===== src/sv/psfp_pkg.sv =====
`timescale 1ns / 1ps
// Package for the PCM sample format packer.
// Holds the format codes, register indexes and the log8 byte encoder.

package psfp_pkg;

	localparam int FMT_W  = 3;
	localparam int CHAN_W = 4;
	localparam int CFG_W  = 4;

	typedef logic [FMT_W-1:0] fmt_t;

	localparam fmt_t FMT_U8     = 3'd0;
	localparam fmt_t FMT_S8     = 3'd1;
	localparam fmt_t FMT_U16_BE = 3'd2;
	localparam fmt_t FMT_S16_BE = 3'd3;
	localparam fmt_t FMT_U16_LE = 3'd4;
	localparam fmt_t FMT_S16_LE = 3'd5;
	localparam fmt_t FMT_LOG8   = 3'd6;
	localparam fmt_t FMT_NONE   = 3'd7;

	localparam logic REG_SAMPLE_FORMAT = 1'b0;
	localparam logic REG_CHANNEL_COUNT = 1'b1;

	localparam fmt_t            FMT_RESET  = FMT_S16_BE;
	localparam logic [CHAN_W-1:0] CHAN_RESET = 4'd1;

	// Log byte: the exponent counts down from 7 while bit 14 of the
	// shifted magnitude is clear; the mantissa is bits 13..10 after the shift.
	function automatic logic [7:0] log8_encode(input logic [15:0] pat);
		logic        neg;
		logic [16:0] mag;
		logic [16:0] sh;
		logic [2:0]  expo;
		logic        found;
		logic [7:0]  val;
		neg   = pat[15];
		mag   = neg ? (17'h10000 - {1'b0, pat}) : {1'b0, pat};
		expo  = 3'd0;
		sh    = mag << 7;
		found = 1'b0;
		for (int k = 0; k < 7; k++) begin
			if (!found && mag[14-k]) begin
				found = 1'b1;
				expo  = 3'(7 - k);
				sh    = mag << k;
			end
		end
		val = {neg, expo, sh[13:10]};
		return ~val;
	endfunction

endpackage


===== src/sv/pcm_sample_format_packer.sv =====
`timescale 1ns / 1ps
// Top level of the PCM sample format packer.
// Depends on psfp_pkg for format codes, register indexes and the log encoder.
//
// Usage:
//   The slave channel (s_tvalid, s_tready, s_tdata) takes one signed 16-bit
//   amplitude per request. The master channel (m_tvalid, m_tready, m_tdata,
//   m_tlast) delivers the formatted bytes, one per request, and m_tlast marks
//   the final byte that belongs to one sample.
//   A sample produces channel_count copies of its byte group (one or two
//   bytes, depending on sample_format), channel_count saturating at
//   MAX_CHANNELS. With format none or zero channels a sample is taken and
//   produces nothing.
//   The first byte of a sample passes from the emitter stage into the output
//   register. Throughput: one byte per cycle from the output register while
//   the receiver does not stall; a sample occupies the byte emitter for
//   channels * bytes-per-group bytes, and a mono 8-bit stream takes a sample
//   every cycle. The next sample is taken in the same cycle that the last
//   byte of the current one moves into the output register.
//   When the receiver stalls, the output register holds its byte and the
//   emitter and input stop behind it. Reset empties both stages and sets
//   the format to S16 big-endian with one channel.
//   Configuration writes (cfg_we, cfg_index, cfg_data) take effect at once
//   and are meant to be issued while the block is idle.

module pcm_sample_format_packer #(
	parameter int MAX_CHANNELS = 8
) (
	input  logic                        clk,
	input  logic                        arst_n,
	input  logic                        s_tvalid,
	output logic                        s_tready,
	input  logic signed [15:0]          s_tdata,  // [15:0] amplitude
	output logic                        m_tvalid,
	input  logic                        m_tready,
	output logic [7:0]                  m_tdata,  // [7:0] data_byte
	output logic                        m_tlast,
	input  logic                        cfg_we,
	input  logic                        cfg_index,
	input  logic [psfp_pkg::CFG_W-1:0]  cfg_data
);

	import psfp_pkg::*;

	localparam int CW = $clog2(MAX_CHANNELS + 1);

	fmt_t              fmt_q;
	logic [CHAN_W-1:0] chan_q;

	// Emitter stage: one sample's byte group and its remaining channel count.
	logic          valid_s1;
	logic [7:0]    grp0_s1;
	logic [7:0]    grp1_s1;
	logic          two_s1;
	logic          sel_s1;
	logic [CW-1:0] left_s1;

	logic [15:0]   pat;
	logic [15:0]   off;
	logic [7:0]    grp0_d;
	logic [7:0]    grp1_d;
	logic          two_d;
	logic          has_d;
	logic [CW-1:0] chans_d;
	logic          out_free;
	logic          last_s1;
	logic          emit;
	logic          take;

	always_ff @(posedge clk or negedge arst_n) begin
		if (!arst_n) begin
			fmt_q  <= FMT_RESET;
			chan_q <= CHAN_RESET;
		end else if (cfg_we) begin
			unique case (cfg_index)
				REG_SAMPLE_FORMAT: fmt_q  <= cfg_data[FMT_W-1:0];
				REG_CHANNEL_COUNT: chan_q <= cfg_data[CHAN_W-1:0];
			endcase
		end
	end

	assign pat = s_tdata;
	assign off = {~pat[15], pat[14:0]};

	always_comb begin
		grp0_d = 8'h00;
		grp1_d = 8'h00;
		two_d  = 1'b0;
		has_d  = 1'b1;
		unique case (fmt_q)
			FMT_U8:     grp0_d = off[15:8];
			FMT_S8:     grp0_d = pat[15:8];
			FMT_U16_BE: begin grp0_d = off[15:8]; grp1_d = off[7:0]; two_d = 1'b1; end
			FMT_S16_BE: begin grp0_d = pat[15:8]; grp1_d = pat[7:0]; two_d = 1'b1; end
			FMT_U16_LE: begin grp0_d = off[7:0]; grp1_d = off[15:8]; two_d = 1'b1; end
			FMT_S16_LE: begin grp0_d = pat[7:0]; grp1_d = pat[15:8]; two_d = 1'b1; end
			FMT_LOG8:   grp0_d = log8_encode(pat);
			default:    has_d  = 1'b0;
		endcase
		if (chan_q > CHAN_W'(MAX_CHANNELS))
			chans_d = CW'(MAX_CHANNELS);
		else
			chans_d = chan_q[CW-1:0];
	end

	assign out_free = !m_tvalid || m_tready;
	assign last_s1  = (left_s1 == CW'(1)) && (sel_s1 == two_s1);
	assign emit     = valid_s1 && out_free;
	assign s_tready = !valid_s1 || (out_free && last_s1);
	assign take     = s_tvalid && s_tready;

	always_ff @(posedge clk or negedge arst_n) begin
		if (!arst_n) begin
			valid_s1 <= 1'b0;
		end else if (take) begin
			valid_s1 <= has_d && (chans_d != '0);
		end else if (emit && last_s1) begin
			valid_s1 <= 1'b0;
		end
	end

	always_ff @(posedge clk) begin
		if (take) begin
			grp0_s1 <= grp0_d;
			grp1_s1 <= grp1_d;
			two_s1  <= two_d;
			sel_s1  <= 1'b0;
			left_s1 <= chans_d;
		end else if (emit) begin
			if (sel_s1 == two_s1) begin
				sel_s1  <= 1'b0;
				left_s1 <= left_s1 - CW'(1);
			end else begin
				sel_s1  <= 1'b1;
			end
		end
	end

	always_ff @(posedge clk or negedge arst_n) begin
		if (!arst_n) begin
			m_tvalid <= 1'b0;
		end else if (out_free) begin
			m_tvalid <= valid_s1;
		end
	end

	always_ff @(posedge clk) begin
		if (emit) begin
			m_tdata <= sel_s1 ? grp1_s1 : grp0_s1;
			m_tlast <= last_s1;
		end
	end

	a_stall_blocks_input: assert property (@(posedge clk) disable iff (!arst_n)
		(valid_s1 && !out_free) |-> !s_tready)
		else $error("input taken while the emitter is stalled");

	a_silent_item_dropped: assert property (@(posedge clk) disable iff (!arst_n)
		(take && (fmt_q == FMT_NONE || chan_q == '0)) |=> !valid_s1)
		else $error("sample with no output bytes entered the emitter");

	a_channel_count_range: assert property (@(posedge clk) disable iff (!arst_n)
		valid_s1 |-> (left_s1 != '0 && left_s1 <= CW'(MAX_CHANNELS)))
		else $error("emitter channel count out of range");

	a_last_ends_group: assert property (@(posedge clk) disable iff (!arst_n)
		(emit && last_s1 && !take) |=> !valid_s1)
		else $error("emitter kept a sample after its last byte");

endmodule

===== config.mk =====
export PLATFORM = sky130hd
export DESIGN_NAME = pcm_sample_format_packer
export DESIGN_NICKNAME = d
export VERILOG_FILES = /design/src/sv/psfp_pkg.sv /design/src/sv/pcm_sample_format_packer.sv
export SDC_FILE = /design/constraint.sdc
export NUM_CORES = 1
export LEC_CHECK = 0
export ABC_CLOCK_PERIOD_IN_PS = 2100
export BUFFER_PORTS_ARGS = -buffer_cell sky130_fd_sc_hd__buf_2
export CAP_MARGIN = 20
export CORE_UTILIZATION = 37
export CTS_CLUSTER_SIZE = 28
export DETAILED_ROUTE_END_ITERATION = 10
export HOLD_SLACK_MARGIN = 0.02
export MAX_ROUTING_LAYER = met4
export SETUP_SLACK_MARGIN = 0.4
export SLEW_MARGIN = 40
export SYNTH_ARGS = -nofsm -noshare
export SYNTH_HDL_FRONTEND = slang
export SYNTH_SLANG_ARGS = --single-unit
export TNS_END_PERCENT = 1

===== constraint.sdc =====
create_clock -name clk -period 2.1 [get_ports clk]
set_input_delay 0.42 -clock clk [delete_from_list [all_inputs] [get_ports clk]]
set_output_delay 0.42 -clock clk [all_outputs]
set_load 0.005 [all_outputs]

Word-level counts from Yosys, hierarchy flattened
Index checks and enable logic that the tools add are counted.

storage, ports and cells
  register bits = 40
  bits of input ports = 26
  output and inout port bits = 11
  word-level logic and storage cells = 102

operators by class
  multiplexer cells = 41
  $lt $le $gt $ge = 1
  reduce and logical (&&, ||, !) cells = 36
  bitwise gates (word level) = 3
  equality and inequality tests = 8
  add/subtract/negate cells = 2

operators by type and width
  kind                                               count
  2-to-1 mux 14 bit                                  8
  case mux 8 bit (4 select lines)                    1
  2-to-1 mux 3 bit                                   8
  case mux 8 bit (3 select lines)                    1
  2-to-1 mux 1 bit                                   17
  2-to-1 mux 4 bit                                   4
  2-to-1 mux 15 bit                                  1
  subtractor 1 x 15 -> 15 bit, first input constant  1
  logical AND 1 bit                                  12
  == test 3 bit, second input constant               3
  zero test 1 bit                                    8
  2-to-1 mux 8 bit                                   1
  inverter 8 bit                                     1
  OR reduction 2 bit                                 4
  OR reduction 7 bit                                 1
  == test 3 x 2 -> 1 bit, second input constant      2
  AND reduction 2 bit                                3
  nonzero test 2 bit                                 3
  == test 4 x 1 -> 1 bit, second input constant      1
  > comparator 4 bit, second input constant          1
  nonzero test 4 bit                                 1
  OR reduction 4 bit                                 1
  subtractor 4 x 1 -> 4 bit, second input constant   1
  == test 3 x 1 -> 1 bit, second input constant      1
  4 further kinds                                    6

Depth between registers and ports, before layout
Gate-level depths: netlist of the first run.

  word-level depth = 30
  mapped depth = 10
  mapped depth without buffers = 8

Worst setup path after synthesis of the first run
OpenSTA, ideal clock, no wires.

  kind = in2reg
  start point = input s_tdata[11]
  end point = register grp0_s1[1] (data pin)
  data required time = 1.832 ns
  cell stages on the path = 8
  arrival time = 2.564 ns
  setup time = 0.268 ns
  buffers on the path = 1
  path slack = -0.732 ns
  cell sequence = clkbuf_1 or3_1 or2_2 o21ai_0 mux2i_1 a41oi_2 a222oi_1 o21ai_1

between the ends
  cells in the longest elaborated chain, start to end = 30
  elaborated cells on any way between the ends = 36
  those cells by class = 1 x add/sub; 22 x mux; 1 x bitwise; 12 x reduce/logical

RTL lines
  what                               line                             source
  from (decl)                        pcm_sample_format_packer.sv:33   input logic signed [15:0] s_tdata,
  subtractor 1 x 15 -> 15 bit        psfp_pkg.sv:38                   mag = neg ? (17'h10000 - {1'b0, pat}) : {1'b0, pat};
  2-to-1 mux 15 bit *                psfp_pkg.sv:38
  2-to-1 mux 1 bit                   psfp_pkg.sv:43                   if (!found && mag[14-k]) begin
  2-to-1 mux 1 bit                   pcm_sample_format_packer.sv:90   unique case (fmt_q)
  zero test 1 bit                    psfp_pkg.sv:43
  logical AND 1 bit                  psfp_pkg.sv:43
  2-to-1 mux 1 bit                   psfp_pkg.sv:43
  2-to-1 mux 1 bit                   pcm_sample_format_packer.sv:90
  (+15 left out)                     n/a
  2-to-1 mux 1 bit                   pcm_sample_format_packer.sv:90
  zero test 1 bit                    psfp_pkg.sv:43
  logical AND 1 bit                  psfp_pkg.sv:43
  2-to-1 mux 14 bit *                psfp_pkg.sv:43
  2-to-1 mux 14 bit *                pcm_sample_format_packer.sv:90
  inverter 8 bit *                   psfp_pkg.sv:50                   return ~val;
  case mux 8 bit (4 select lines) *  pcm_sample_format_packer.sv:90
  named net grp0_d[1]                pcm_sample_format_packer.sv:60   logic [7:0] grp0_d;
  to (signal assigned)               pcm_sample_format_packer.sv:124  grp0_s1 <= grp0_d;
  to (decl)                          pcm_sample_format_packer.sv:52   logic [7:0] grp0_s1;

Mark *: on every way through the listed nets, which the timed path passes. The rest lies on a longest branch. The select of a mux whose other input is x is not followed.
A chain may end at the register's enable or synchronous reset.

Worst setup path after layout of the first run
  start point = input s_tdata[5]
  end point = register grp0_s1[1] (data pin)

Same word-level chain as after synthesis.

==> results of run 1 <==
worst max-delay path, delay by kind of cell:
family	cells	cell delay, ns
AOI/OAI and AO/OA	5	0.93
buffers and inverters	5	0.76
and+or+nand+nor	2	0.35
cells in the mapped netlist, drive strengths merged, types with 3 or more instances:
cell     n  area share (%)
o41ai    4             1.9
or3      5             1.1
a21oi   15             2.6
or2      7             1.5
nor4     5             1.1
a211oi   6             1.6
nor2b    4            0.88
nand4    4            0.88
o21ai   17             3.0
xor2     5             2.1
o31ai    5             1.5
mux2i    4             1.4
o311ai   3            0.92
nor3     6             1.1
or4      3            0.92
o211ai   3            0.79
dfstp    3             2.8
nor2    16             2.1
nand3    5            0.88
clkbuf  16             2.2
nand2   29             3.8
buf      6             1.9
inv     10             1.3
xnor2    9             2.8
edfxtp  30              32
a22o     8             2.5
dfrtp    6             5.3
mux2    15             5.9
a22oi    4             1.1
nand2b   5             1.1
worst paths after layout:
check | depth (start not counted) | slack (ns) | end | from
min reg2reg | 1 | 0.52 | m_tvalid$_DFFE_PN0N_ | valid_s1$_DFFE_PN0P_
max in group asynchronous | 2 | 1.31 | fmt_q[1]$_DFFE_PN1P_ | arst_n
min | 3 | 0.36 | fmt_q[2]$_DFFE_PN0P_ | cfg_data[2]
min in group asynchronous | 2 | 0.53 | m_tvalid$_DFFE_PN0N_ | arst_n
max reg2reg | 8 | 0.32 | left_s1[2]$_DFFE_PP_ | two_s1$_DFFE_PP_
max | 12 | -0.34 | grp0_s1[1]$_DFFE_PP_ | s_tdata[5]
cells by family after synthesis:
group                      share of synthesized area, %
DFF                                               40.45
buffers and inverters                             5.589
xor gates and xnor gates                          4.842
adders and majority gates                        0.8801
and+or+nand+nor                                   16.95
AOI/OAI and AO/OA                                 23.94
muxes                                             7.350
flip-flops by register name, indices dropped and copies added (netlist names):
name / cells
valid_s1: 1
left_s1: 4
grp0_s1: 8
m_tlast: 1
m_tdata: 8
chan_q: 4
grp1_s1: 8
sel_s1: 1
fmt_q: 3
m_tvalid: 1
two_s1: 1
placed cells by master (no fill, tap or decap), types with 3 or more instances in the layout:
cell      instances
edfxtp_1         30
a211oi_1          3
nand2b_1          5
mux2i_1           3
buf_12            3
nor2_1           14
buf_4            68
inv_1             9
nand2_1          27
nand3_1           5
nor3_1            4
a22o_1            8
buf_2            34
o21ai_0          12
or3_1             3
a211oi_2          3
dfstp_2           3
buf_6             3
or2_2             6
nor2b_1           4
a22oi_1           4
clkbuf_8          5
nor4_1            4
a21oi_2           4
dfrtp_1           6
nand4_1           4
mux2_2           15
o21ai_1           3
a21oi_1           9
o211ai_1          3
xnor2_1           9
cell type report:
cell class              instances  share of cell area, %
clock inverters                 2                 0.8836
multi-input cells             221                  43.96
clock buffers                   6                  1.830
repair buffers                110                  20.16
flip-flops and latches         40                  29.00
well taps                      99                  3.124
inverters                      11                  1.041
per-layer routing:
metal	vias to the layer above	wire (microns)	global-route usage (%)	share of wire, %
met5	-	0	-	0
met4	0	142	7.504	1.8
met3	15	405	2.468	5.2
met2	89	3907	34.37	50
met1	1265	3363	26.07	43
li1	1316	-	-	-
stage by stage:
| stage | instances | util, % | TNS (ns) | instance area [sq um] | setup slack [ns] |
|---|---|---|---|---|---|
| 2_1_floorplan | 294 | - | -4.450 | 2855 | -0.5632 |
| 3_3_place_gp | 476 | 48.90 | -3.829 | 3585 | -0.6155 |
| 3_5_place_dp | 476 | 48.90 | -3.909 | 3585 | -0.6523 |
| 4_1_cts | 489 | 52.65 | -1.511 | 3860 | -0.2928 |
| 5_1_grt | 489 | 54.09 | -2.220 | 3965 | -0.3965 |
| 6_report | 489 | 54.09 | -1.625 | 3965 | -0.3409 |
report_power, final:
part	leakage (nW)	total [mW]	internal, mW	switching, mW
Clock	0.0552	0.586	0.352	0.234
Combinational	1.10	0.947	0.472	0.475
Sequential	0.386	1.13	1.04	0.0947
Total	1.54	2.67	1.86	0.804
repair_timing:
action,4_1_cts,5_1_grt
hold buffers,1,0
setup buffers,4,0
hold endpoints to repair,6,0
pin swaps,14,7
resized for setup,26,21
endpoints found under the setup margin,34,33
==> metrics.yaml, run 1 <==
logic_synthesis:
  synth_fp_nets: 322
  ys_seq_elements: 40
  ys_async_sr_fraction_pct: 22.50
  ys_seq_area_share_pct: 40.45
  synth_cell_type_count: 66
  yosys_warnings: 0
  synth-edff-count: 30
  syn_avg_cell_area_sq_um: 9.669
  ys.flop_type: "edfxtp_1"
  synth_area_sq_um: 2843
  postSynthCellCount: 294
drt:
  drtIter0Drc: 202
  drc: 0
  vias: 2685
  routedWlPerCell_microns: 15.99
  avgViaCountPerCell: 5.491
  ant_nets: 0
  wl_mm: 7.818
  firstDrtPassIters: 4
timing:
  period_share_pct: 116.2
  setup_viol: 7
  worst_slack_ns: -0.3409
  finClkSkew_ns: 0.01185
  rsz0062_at_grt: "true"
  fin_crit_ns: 2.441
  hold_viol: 0
  finalMaxSlewViolations: 0
  worstMarginPinSlew_ns: 0.6609
  hold_ws_ns: 0.3620
  fmax_ghz: 0.4097
  slew_headroom_pct: 55.62
clock_network:
  cts-root-buf: "clkbuf_8"
  cts_buffer_depth: 2
  clock-sinks: 40
  cts_buffers: 5
  htreeDepth: 2
  insertion_delay_ns: 0.28
  cts_tree: "yes"
  clkTransAtPathRegs_ns: 0.07
die:
  die_x_microns: 89.65
  pin_count: 37
  start_util_pct: 38.78
  die_area_sq_um: 8037
  die_y_microns: 89.65
  rows: 31
  fp.coreArea_sq_um: 7331
cells_and_area:
  drive_gt1_share_pct: 45.90
  syn2layout_area_growth_pct: 39.48
  regArea_sq_um: 1150
  fillers: 660
  antennaDiodeCount: 0
  multi_input_area_sq_um: 1743
  final_net_count: 417
pwr:
  power_mw: 2.666
  ir_drop_uv: 303.9
  p_leak_nw: 1.538
  p_per_area_nw_per_um2: 672.3
run:
  drv_cap: 0
global_routing:
  grt_max_degree: 18
  grt_usage_pct: 20.73
  grt_pass1_vias: 2534
  overflow: 0
  grt_pass1_wl_mm: 12.22
  antenna_found_initial: 0
run_status:
  status: "complete, but fails checks"
  violations: "setup timing"
worst_setup_path:
  end_kind: "flop"
  cp.required_ns: 2.11
  max_stage_delay_ns: 0.33
  cp_slowest_cell: "o41ai_2"
  path_class: "in -> reg"
  cp.arrival_ns: 2.45
  crit_chain: "buf_2 > buf_4 > nor4_2 > buf_4 > nand2_1 > buf_4 > o41ai_2 > buf_4 > a21o_1 > o2111ai_1 > o311ai_1 > o21ai_1"
  crit_fanout: 4
  start_kind: "input port"
  crit_path_frequent_cell: "buf_4"
placed_design:
  port_buffers: 36
  gp_congestion: 0.9758
  place_hpwl_mm: 5.948
min_path:
  hold_class: "in -> reg"
Note: power is estimated with default switching activity, not from simulation.
==> run 2, diff against run 1 <==
--- a/config.mk
+++ b/config.mk
@@ -18,4 +18,3 @@
 export SYNTH_ARGS = -nofsm -noshare
 export SYNTH_HDL_FRONTEND = slang
 export SYNTH_SLANG_ARGS = --single-unit
-export TNS_END_PERCENT = 1
==> metrics.yaml, run 2 (synthesized netlist as in run 1, its figures left out) <==
worst_setup_path:
  crit_path_end: "grp0_s1[0]$_DFFE_PP_"
  end_kind: "flop"
  reg2reg_from: "two_s1$_DFFE_PP_"
  crit_start: "s_tdata[5]"
  r2r_cells: 7  # -1
  crit_fanout: 7  # +3
  max_stage_delay_ns: 0.62  # +0.29 ns
  start_kind: "input port"
  cp.required_ns: 2.13  # +0.02 ns
  crit_path_frequent_cell: "buf_6"
  path_class: "in -> reg"
  crit_chain: "buf_6 > or4_4 > buf_6 > nor3_4 > a21oi_2 > and2_4 > o41ai_2 > nand3b_1 > o21ai_1"
  rr_endpoint: "grp0_s1[3]$_DFFE_PP_"
  cp.arrival_ns: 2.44  # about the same
  cp_slowest_cell: "or4_4"
  r2r_setup_slack_ns: 0.31  # about the same
placed_design:
  gp_congestion: 1.009  # +3.4%
  dp.cells: 473  # -0.63%
  pre_cts_ws_ns: -0.6486  # +0.003658 ns
  port_buffers: 36  # unchanged
  place_hpwl_mm: 5.910  # -0.65%
  placed_area_sq_um: 3606  # +0.59%
clock_network:
  cts-root-buf: "clkbuf_8"
  clock-sinks: 40  # unchanged
  cts_tree: "yes"
  cts_buffers: 5  # unchanged
  insertion_delay_ns: 0.29  # about the same
  clkTransAtPathRegs_ns: 0.07  # about the same
  htreeDepth: 2  # unchanged
  cts_buffer_depth: 2  # unchanged
pwr:
  p_per_area_nw_per_um2: 658.8  # -2.0%
  p_leak_nw: 1.655  # +7.6%
  ir_drop_uv: 376.5  # +24%
timing:
  worstMarginPinSlew_ns: 0.6711  # +0.01013 ns
  hold_viol: 0  # unchanged
  hold_ws_ns: 0.3633  # +0.001304 ns
  setup_viol: 6  # -1
  period_share_pct: 114.6  # -1.6 points
  rsz0062_at_grt: "true"
  finClkSkew_ns: 0.01098  # -0.0008764 ns
  fin_crit_ns: 2.406  # -0.03446 ns
  finalMaxSlewViolations: 0  # unchanged
  fmax_ghz: 0.4155  # +1.4%
  worst_slack_ns: -0.3065  # +0.03446 ns
  slew_headroom_pct: 55.17  # -0.45 points
die:
  fp.coreArea_sq_um: 7331  # unchanged
  die_y_microns: 89.65  # unchanged
  start_util_pct: 38.78  # unchanged
  pin_count: 37  # unchanged
  die_area_sq_um: 8037  # unchanged
  rows: 31  # unchanged
  die_x_microns: 89.65  # unchanged
run:
  drv_cap: 0  # unchanged
global_routing:
  grt_usage_pct: 21.40  # +0.66 points
  grt_pass1_wl_mm: 12.59  # +3.0%
  grt_pass1_vias: 2521  # -0.51%
  grt_max_degree: 18  # unchanged
  overflow: 0  # unchanged
  antenna_found_initial: 0  # unchanged
cells_and_area:
  syn2layout_area_growth_pct: 49.25
  final_common_cell: "buf_4"
  reg_top3: "grp0_s1 (8), grp1_s1 (8), m_tdata (8)"
  fin_area_sq_um: 4243  # +7.0%
  final_net_count: 428  # +2.6%
  antennaDiodeCount: 0  # unchanged
  most-common-layout-cells: "buf_4, buf_2, edfxtp_1"
  stdcell_count: 500  # +2.2%
  drive_gt1_share_pct: 52.12  # +6.2 points
min_path:
  holdCritStartpoint: "cfg_data[2]"
  hold_class: "in -> reg"
drt:
  ant_nets: 0  # unchanged
  avgViaCountPerCell: 5.542  # +0.93%
  routedWlPerCell_microns: 16.39  # +2.5%
  wl_mm: 8.195  # +4.8%
  drtIter0Drc: 254  # +26%
  firstDrtPassIters: 6  # +2
  vias: 2771  # +3.2%
  drc: 0  # unchanged
run_status:
  status: "complete, but fails checks"
  violations: "setup timing"
run 2: changes by cell type in the layout (fill, tap and decap cells not counted), moves of 3 or more:
cell	change
a21oi_1	-3
a21oi_2	+3
buf_4	+3
buf_6	+10
nand2_1	-4
nand2_2	+3
o21ai_0	-4
o21ai_1	+3
run 2: how the worst min path moves through the flow:
| stage | slack (ns) | to | cells after the start |
|---|---|---|---|
| 2_1_floorplan | 0.12 | chan_q[1]$_DFFE_PN0P_ | 0 |
| 3_3_place_gp | 0.28 | chan_q[1]$_DFFE_PN0P_ | 1 |
| 3_5_place_dp | 0.28 | chan_q[1]$_DFFE_PN0P_ | 1 |
| 4_1_cts | 0.36 | fmt_q[2]$_DFFE_PN0P_ | 3 |
| 5_1_grt | 0.36 | fmt_q[2]$_DFFE_PN0P_ | 3 |
| 6_report | 0.36 | fmt_q[2]$_DFFE_PN0P_ | 3 |
run 2: layout make-up:
type	count	area [sq um]
Multi-Input combinational cell	221	1908
Timing Repair Buffer	121	904.6
Tap cell	99	123.9
Clock inverter	2	35.03
Fill cell	627	3088
Inverter	11	48.80
Clock buffer	6	72.57
Sequential cell	40	1150
run 2: per-stage QoR:
step	util (%)	power (mW)	TNS, ns
5_1_grt	57.88	2.934	-1.795
4_1_cts	55.74	2.697	-0.9383
6_report	57.88	2.795	-1.386
3_5_place_dp	49.19	1.971	-3.958
2_1_floorplan	-	1.672	-2.304
3_3_place_gp	49.19	1.964	-3.936
run 2: layer usage:
layer  up-vias  global-route usage [%]  part of all wire (%)
li1       1341                       -                     -
met1      1302                   28.51                    45
met2       105                   33.54                    48
met3        23                   2.194                   4.5
met4         0                   8.369                   3.0
met5         -                       -                     0
run 2: critical path: cells and delay by family:
kind | cells | cell delay [ns]
AOI/OAI and AO/OA | 3 | 0.53
buffers and inverters | 2 | 0.25
and+or+nand+nor | 4 | 1.23
run 2: what timing repair did:
item | in CTS | in global routing
resized for setup | 51 | 25
cloned | 1 | 0
pin swaps | 25 | 3
buffers inserted | 15 | 2
endpoints found under the setup margin | 33 | 34
hold buffers | 1 | 0
hold endpoints to repair | 6 | 0
run 2: where the power goes:
part           switching (mW)  total (mW)  internal [mW]
clock network           0.245       0.597          0.352
registers              0.0923        1.13           1.04
logic                   0.533        1.07          0.536
==> run 3, diff against run 2 <==
--- a/config.mk
+++ b/config.mk
@@ -13,7 +13,9 @@
 export DETAILED_ROUTE_END_ITERATION = 10
 export HOLD_SLACK_MARGIN = 0.02
 export MAX_ROUTING_LAYER = met4
-export SETUP_SLACK_MARGIN = 0.4
+export REMOVE_ABC_BUFFERS = 1
+export SETUP_SLACK_MARGIN = 0.1
+export SKIP_CTS_REPAIR_TIMING = 1
 export SLEW_MARGIN = 40
 export SYNTH_ARGS = -nofsm -noshare
 export SYNTH_HDL_FRONTEND = slang
==> metrics.yaml, run 3 (synthesized netlist as in run 1, its figures left out) <==
cells_and_area:
  final_common_cell: "buf_4"
  drive_gt1_share_pct: 43.91  # -8.2 points
  final_net_count: 421  # -1.6%
  final_util_pct: 53.92  # -4.0 points
  fin_area_sq_um: 3953  # -6.8%
  regArea_sq_um: 1150  # unchanged
  most-common-layout-cells: "buf_4, buf_2, edfxtp_1"
  stdcell_count: 493  # -1.4%
  reg_top3: "grp0_s1 (8), grp1_s1 (8), m_tdata (8)"
  syn2layout_area_growth_pct: 39.04
  fillers: 678  # +8.1%
  antennaDiodeCount: 0  # unchanged
  multi_input_area_sq_um: 1685  # -12%
drt:
  drt-met1-wl_mm: 3.579  # -2.5%
  firstDrtPassIters: 4  # -2
  top_layer: "met4"
  ant_nets: 0  # unchanged
  routedWlPerCell_microns: 16.24  # -0.93%
  drc: 0  # unchanged
  avgViaCountPerCell: 5.398  # -2.6%
  wl_mm: 8.005  # -2.3%
  wl_met3_microns: 308  # -17%
  drtIter0Drc: 156  # -39%
  vias: 2661  # -4.0%
  dr_wl_met2_mm: 3.915  # +0.13%
global_routing:
  antenna_found_initial: 0  # unchanged
  overflow: 0  # unchanged
  grt_max_degree: 19  # +1
  grt_usage_pct: 20.86  # -0.54 points
  grt_pass1_vias: 2434  # -3.5%
  grt_pass1_wl_mm: 12.13  # -3.6%
worst_setup_path:
  max_stage_delay_ns: 0.60  # -0.02 ns
  cp.required_ns: 2.12  # about the same
  cp_slowest_cell: "or4_4"
  critPathBufInv: 1  # -1
  start_kind: "input port"
  crit_fanout: 6  # -1
  end_kind: "flop"
  cp.arrival_ns: 2.43  # about the same
  crit_chain: "buf_8 > or4_4 > o41ai_4 > xnor2_1 > a221o_1 > a41oi_2 > a222oi_1 > o21ai_1"
  path_class: "in -> reg"
  cpLargestDelayFamily: "compound AO/OA/AOI/OAI gates"
placed_design:
  gp_congestion: 0.9737  # -3.5%
  dp.cells: 475  # +0.42%
  place_hpwl_mm: 6.131  # +3.7%
  placed_area_sq_um: 3552  # -1.5%
  pre_cts_ws_ns: -0.6557  # -0.007046 ns
  port_buffers: 36  # unchanged
pwr:
  ir_drop_uv: 365.1  # -3.0%
  power_mw: 2.627  # -6.0%
  p_per_area_nw_per_um2: 664.7  # +0.90%
  p_leak_nw: 1.551  # -6.3%
timing:
  hold_viol: 0  # unchanged
  finalMaxSlewViolations: 0  # unchanged
  finClkSkew_ns: 0.01431  # +0.003331 ns
  worstMarginPinSlew_ns: 0.6063  # -0.06474 ns
  hold_ws_ns: 0.3617  # -0.001541 ns
  period_share_pct: 115.0  # +0.38 points
  slew_headroom_pct: 59.15  # +4.0 points
  fmax_ghz: 0.4142  # -0.33%
  rsz0062_at_grt: "true"
  fin_crit_ns: 2.414  # +0.008045 ns
  tns_ns: -1.488  # -0.1015 ns
  worst_slack_ns: -0.3145  # -0.008045 ns
  setup_viol: 7  # +1
die:
  fp.coreArea_sq_um: 7331  # unchanged
  start_util_pct: 38.78  # unchanged
  rows: 31  # unchanged
  die_y_microns: 89.65  # unchanged
  die_area_sq_um: 8037  # unchanged
  pin_count: 37  # unchanged
  die_x_microns: 89.65  # unchanged
clock_network:
  insertion_delay_ns: 0.29  # about the same
  clock-sinks: 40  # unchanged
  htreeDepth: 2  # unchanged
  cts-root-buf: "clkbuf_8"
  clkTransAtPathRegs_ns: 0.07  # about the same
  cts_buffers: 5  # unchanged
  cts_tree: "yes"
  cts_buffer_depth: 2  # unchanged
min_path:
  hold_class: "in -> reg"
run_status:
  violations: "setup timing"
  status: "complete, but fails checks"
run:
  drv_cap: 0  # unchanged
## run 3: cell count changes in the layout (fill, tap and decap cells not counted), moves of 4 or more
cell and change:
buf_6 -7, a21oi_1 +9, a21oi_2 -7, nand2_1 +5, o21ai_1 -4, o21ai_0 +5
## run 3: layout make-up
type	count	share of cell area, %
sequential	40	29.09
tap	99	3.134
inverter	11	1.045
clock buffer	5	1.741
multi-input combinational	221	42.64
clock inverter	3	1.076
timing repair buffer	114	21.27
## run 3: worst paths after layout
path                                      startpoint               endpoint  slack, ns  depth (start not counted)
min in group asynchronous                     arst_n   m_tvalid$_DFFE_PN0N_       0.53                          2
max in group asynchronous                     arst_n   fmt_q[0]$_DFFE_PN1P_       1.32                          2
worst max-delay path                      s_tdata[6]   grp0_s1[1]$_DFFE_PP_      -0.31                          8
worst max register to register      two_s1$_DFFE_PP_   left_s1[0]$_DFFE_PP_       0.24                          6
worst min register to register  valid_s1$_DFFE_PN0P_   m_tvalid$_DFFE_PN0N_       0.51                          1
worst min-delay path                     cfg_data[3]  chan_q[3]$_DFFE_PN0P_       0.36                          2
## run 3: power breakdown
part	internal [mW]	total [mW]	leakage (nW)	switching [mW]
Clock	0.351	0.612	0.0541	0.261
Combinational	0.452	0.903	1.11	0.451
Sequential	1.04	1.11	0.386	0.0752
Total	1.84	2.63	1.55	0.787
## run 3: per-layer routing
metal	GRT usage (%)	up-vias
met5	-	-
met4	7.215	0
li1	-	1316
met3	2.377	16
met2	34.23	72
met1	26.69	1257
